File: src/rtl/core/pfsa_pkg.sv
// Shared types and codes for the paged free-list slot allocator.
package pfsa_pkg;

  localparam logic CMD_ALLOC = 1'b0;
  localparam logic CMD_FREE  = 1'b1;

  typedef enum logic [2:0] {
    ST_OK     = 3'd0,
    ST_OOM    = 3'd1,
    ST_NULL   = 3'd2,
    ST_DOUBLE = 3'd3,
    ST_BAD    = 3'd4
  } status_t;

  typedef struct packed {
    logic    load;
    logic    fill;
    logic    open_done;
    logic    pop_rd;
    logic    bit_rd;
    logic    commit_pop;
    logic    commit_push;
    logic    finish;
    status_t status;
  } pfsa_cmd_t;

  typedef struct packed {
    logic is_free;
    logic present;
    logic bad_handle;
    logic empty;
    logic can_open;
    logic fill_last;
    logic bit_set;
  } pfsa_stat_t;

endpackage

File: src/rtl/core/pfsa_ctrl.sv
// Controller state machine of the paged free-list slot allocator.
module pfsa_ctrl (
  input  logic                 clk,
  input  logic                 rst_n,
  input  logic                 start,
  output logic                 busy,
  input  pfsa_pkg::pfsa_stat_t stat,
  output pfsa_pkg::pfsa_cmd_t  cmd
);
  import pfsa_pkg::*;

  typedef enum logic [1:0] {
    S_IDLE,
    S_ISSUE,
    S_FILL,
    S_WAIT
  } state_t;

  state_t state_r, state_nxt;
  logic   busy_r;

  always_comb begin
    cmd       = '0;
    cmd.status = ST_OK;
    state_nxt = state_r;
    unique case (state_r)
      S_IDLE: begin
        if (start) begin
          cmd.load  = 1'b1;
          state_nxt = S_ISSUE;
        end
      end
      S_ISSUE: begin
        if (!stat.is_free) begin
          if (stat.empty && stat.can_open) begin
            state_nxt = S_FILL;
          end else if (stat.empty) begin
            cmd.finish = 1'b1;
            cmd.status = ST_OOM;
            state_nxt  = S_IDLE;
          end else begin
            cmd.pop_rd = 1'b1;
            state_nxt  = S_WAIT;
          end
        end else if (!stat.present) begin
          cmd.finish = 1'b1;
          cmd.status = ST_NULL;
          state_nxt  = S_IDLE;
        end else if (stat.bad_handle) begin
          cmd.finish = 1'b1;
          cmd.status = ST_BAD;
          state_nxt  = S_IDLE;
        end else begin
          cmd.bit_rd = 1'b1;
          state_nxt  = S_WAIT;
        end
      end
      S_FILL: begin
        cmd.fill = 1'b1;
        if (stat.fill_last) begin
          cmd.open_done = 1'b1;
          state_nxt     = S_ISSUE;
        end
      end
      S_WAIT: begin
        cmd.finish = 1'b1;
        state_nxt  = S_IDLE;
        if (!stat.is_free) begin
          cmd.commit_pop = 1'b1;
        end else if (stat.bit_set) begin
          cmd.commit_push = 1'b1;
        end else begin
          cmd.status = ST_DOUBLE;
        end
      end
      default: state_nxt = S_IDLE;
    endcase
  end

  always_ff @(posedge clk) begin
    if (!rst_n) begin
      state_r <= S_IDLE;
      busy_r  <= 1'b0;
    end else begin
      state_r <= state_nxt;
      busy_r  <= (state_nxt != S_IDLE);
    end
  end

  assign busy = busy_r;

endmodule

File: config.mk
export PLATFORM = sky130hd
export DESIGN_NAME = pfsa_ctrl
export DESIGN_NICKNAME = d
export VERILOG_FILES = /design/src/rtl/core/pfsa_pkg.sv /design/src/rtl/core/pfsa_ctrl.sv
export SDC_FILE = /design/constraint.sdc
export NUM_CORES = 1
export LEC_CHECK = 0
export BUFFER_PORTS_ARGS = -buffer_cell sky130_fd_sc_hd__buf_2
export CAP_MARGIN = 0
export CORE_AREA = 2 2 39 41
export DETAILED_ROUTE_END_ITERATION = 12
export DIE_AREA = 0 0 41 43
export GPL_TIMING_DRIVEN = 1
export HOLD_SLACK_MARGIN = 0.03
export PLACE_DENSITY = 0.57
export SLEW_MARGIN = 25
export SYNTH_ARGS = -nofsm -noshare
export SYNTH_HDL_FRONTEND = slang
export SYNTH_SLANG_ARGS = --single-unit
File: constraint.sdc
create_clock -name clk -period 0.88 [get_ports clk]
set_input_delay 0.132 -clock clk [delete_from_list [all_inputs] [get_ports clk]]
set_output_delay 0.132 -clock clk [all_outputs]
set_load 0.01 [all_outputs]
==> metrics.csv <==
stage,metric,value,unit
timing,slew_headroom,85.12,%
cts,cts.sink_count,3,
floorplanning,die_w,41,um
timing,fin_ws,-0.3714,ns
yosys,syn_nets,50,
cts,cts_root_buf,clkbuf_4,
timing,fin_crit_sh,142.2,%
floorplanning,ios,22,
power,p_seq_share,24.2,%
yosys,synth.most_common_cell,nor2_1,
detailed_routing,vias,407,
timing,rsz0062_at_grt,true,
global_route,antenna_found_initial,0,
floorplanning,row_count,14,
global_route,grt_max_degree,7,
final_layout,fillers,146,
power,intPower,466.5,uW
detailed_routing,firstDrtPassIters,2,
outcome,violations,setup timing,
timing,setup_tns,-3.510,ns
placement,dp_hpwl,734.6,um
cts,cts_tree,built,
yosys,yosysUniqueCellTypes,23,
power,p_sw_share,29.83,%
detailed_routing,totalWireLength,897,um
power,power,664.8,uW
yosys,ys.flop_type,dfxtp_1,
detailed_routing,drc_errors,0,
global_route,grt-ovfl-total,0,
power,leakage,0.3159,nW
yosys,ys_top_cells_by_count,"nor2_1, nand2_1, dfxtp_1, inv_1",
power,powerDensity,1071,nW/um^2
cts,hold_buffers,0,
global_route,track_usage,11.94,%
flow_run,cap_viol_max_count,0,
yosys,netlist_area,329.1,sq um
setup_path,critPathKind,reg2out,
yosys,ys_seq_area_share,18.25,%
cts,clk_pin_slew,0.04,ns
power,p_sw,198.3,uW
yosys,synth_area_leaders,"dfxtp_1, buf_6, nor2_1",
timing,hold_viol,0,
cts,htreeDepth,1,
cts,cts_buffers,3,
yosys,async_flop_share,0,%
timing,setup_violations,14,
final_layout,layout-drive-gt1-share,76.00,%
cts,cts_buffer_depth,2,
final_layout,diodes,0,
timing,finalCriticalPeriod,1.251,ns
setup_path,cp_max_fo,6,
yosys,synth_edf_count,0,
timing,maxSlewViolCount,0,
yosys,synth_top_area_share,18.25,%
final_layout,area_growth,88.59,%
outcome,status,finished with violations,
power,power_frac_comb,40.3,%
final_layout,layout.nets,86,
timing,skew,0.003126,ns
setup_path,arrival,1.12,ns
yosys,syn_inst,40,
yosys,syn_area_per_cell,8.227,sq um
floorplanning,core,1384,sq um
detailed_routing,wl_per_cell,9.857,um
cts,insertion_delay,0.23,ns
yosys,yosysTopAreaCell,dfxtp_1,
floorplanning,die_height,43,um
setup_path,cp.required,0.75,ns
yosys,ys_ff_latch,3,
global_route,grt_pass1_wl,1455,um
timing,tightest_slew,0.2230,ns
floorplanning,start_util,23.78,%
floorplanning,dieArea,1763,sq um
placement,portBuffers,21,
detailed_routing,drt_iter0_markers,4,
power,p_clk_share,35.4,%
placement,gp_congestion,0.6735,
power,max-vdd-ir-drop,0.0008728,V
detailed_routing,final_antenna_net_count,0,
yosys,yosysWarnings,0,
worst_hold_path,hold_class,in2reg,
global_route,grt_pass1_vias,369,
placement,place_ws,-0.2153,ns
timing,fmax,799.1,MHz
setup_path,start_kind,flip-flop,
detailed_routing,vias_per_cell,4.473,
setup_path,end_kind,primary output,
==> worst paths after layout <==
check | depth (start not counted) | startpoint | endpoint | slack, ns
setup reg to reg | 4 | state_r[1]$_SDFF_PN0_ | busy$_SDFF_PN0_ | -0.17
hold / removal | 3 | stat[1] | state_r[0]$_SDFF_PN0_ | 0.19
setup / recovery | 3 | state_r[1]$_SDFF_PN0_ | cmd[7] | -0.37
hold reg to reg | 3 | state_r[0]$_SDFF_PN0_ | state_r[0]$_SDFF_PN0_ | 0.67
==> critical path: stages, from the launching register on <==
cell and delay [ns]:
dfxtp_4 0.35, and2b_2 0.23, nor3b_2 0.16, buf_2 0.15
==> per-layer routing <==
| metal | global-route usage [%] | up-vias | routed length [um] |
|---|---|---|---|
| li1 | - | 208 | - |
| met1 | 14.42 | 180 | 385 |
| met2 | 19.38 | 19 | 429 |
| met3 | 4.712 | 0 | 81 |
| met4 | 2.000 | 0 | 0 |
| met5 | 0 | - | 0 |
==> power groups by stage <==
stage | clock network [mW] | registers (mW) | logic [mW]
global route | 0.267 | 0.163 | 0.295
detailed placement | 0 | 0.166 | 0.235
global placement | 0 | 0.166 | 0.233
finish | 0.236 | 0.161 | 0.268
CTS | 0.251 | 0.162 | 0.269
floorplan | 0 | 0.163 | 0.139
==> cell usage in the layout, fill, tap and decap left out, types with 2 or more instances in the layout <==
master,instances
buf_6,3
dfxtp_4,2
inv_1,3
clkbuf_4,3
nor2_1,3
buf_4,11
buf_2,20
nand2b_1,2
nor3b_2,2
nor2_2,2
nor2b_1,2
nand3_2,2
nand2_1,2
==> repair_timing <==
item | CTS | global route
gates cloned | 0 | 0
endpoints found under the setup margin | 14 | 14
pin swaps | 3 | 0
setup buffers | 1 | 0
resized for setup | 11 | 1
==> final cells by class <==
cell class	instances	area [sq um]	share of cell area, %
Multi-Input combinational cell	31	279.0	44.96
Timing Repair Buffer	34	216.5	34.88
Sequential cell	3	67.56	10.89
Clock buffer	4	26.28	4.234
Tap cell	16	20.02	3.226
Inverter	3	11.26	1.815
==> through the flow <==
stage          area (sq um)  instances  util [%]  hold slack [ns]
5_1_grt               620.6         91     44.85           0.2112
3_3_place_gp          541.8         86     39.15           0.4247
3_5_place_dp          541.8         86     39.15           0.4286
6_report              620.6         91     44.85           0.1879
2_1_floorplan         360.3         40         -           0.2740
4_1_cts               615.6         91     44.48           0.1865
==> registers in the layout, indices dropped and copies added, names as in the netlist <==
name,flops
busy,1
state_r,2
==> cells by family (layout without fill, tap and decap cells) <==
| kind of cell | count (synthesis) | count (layout) | share of synthesized area (%) |
|---|---|---|---|
| compound gates | 7 | 7 | 20.91 |
| buf+inv | 6 | 41 | 12.55 |
| flops | 3 | 3 | 18.25 |
| mux | 1 | 1 | 3.042 |
| simple gates | 23 | 23 | 45.24 |
Note: power is estimated with default switching activity, not from simulation.
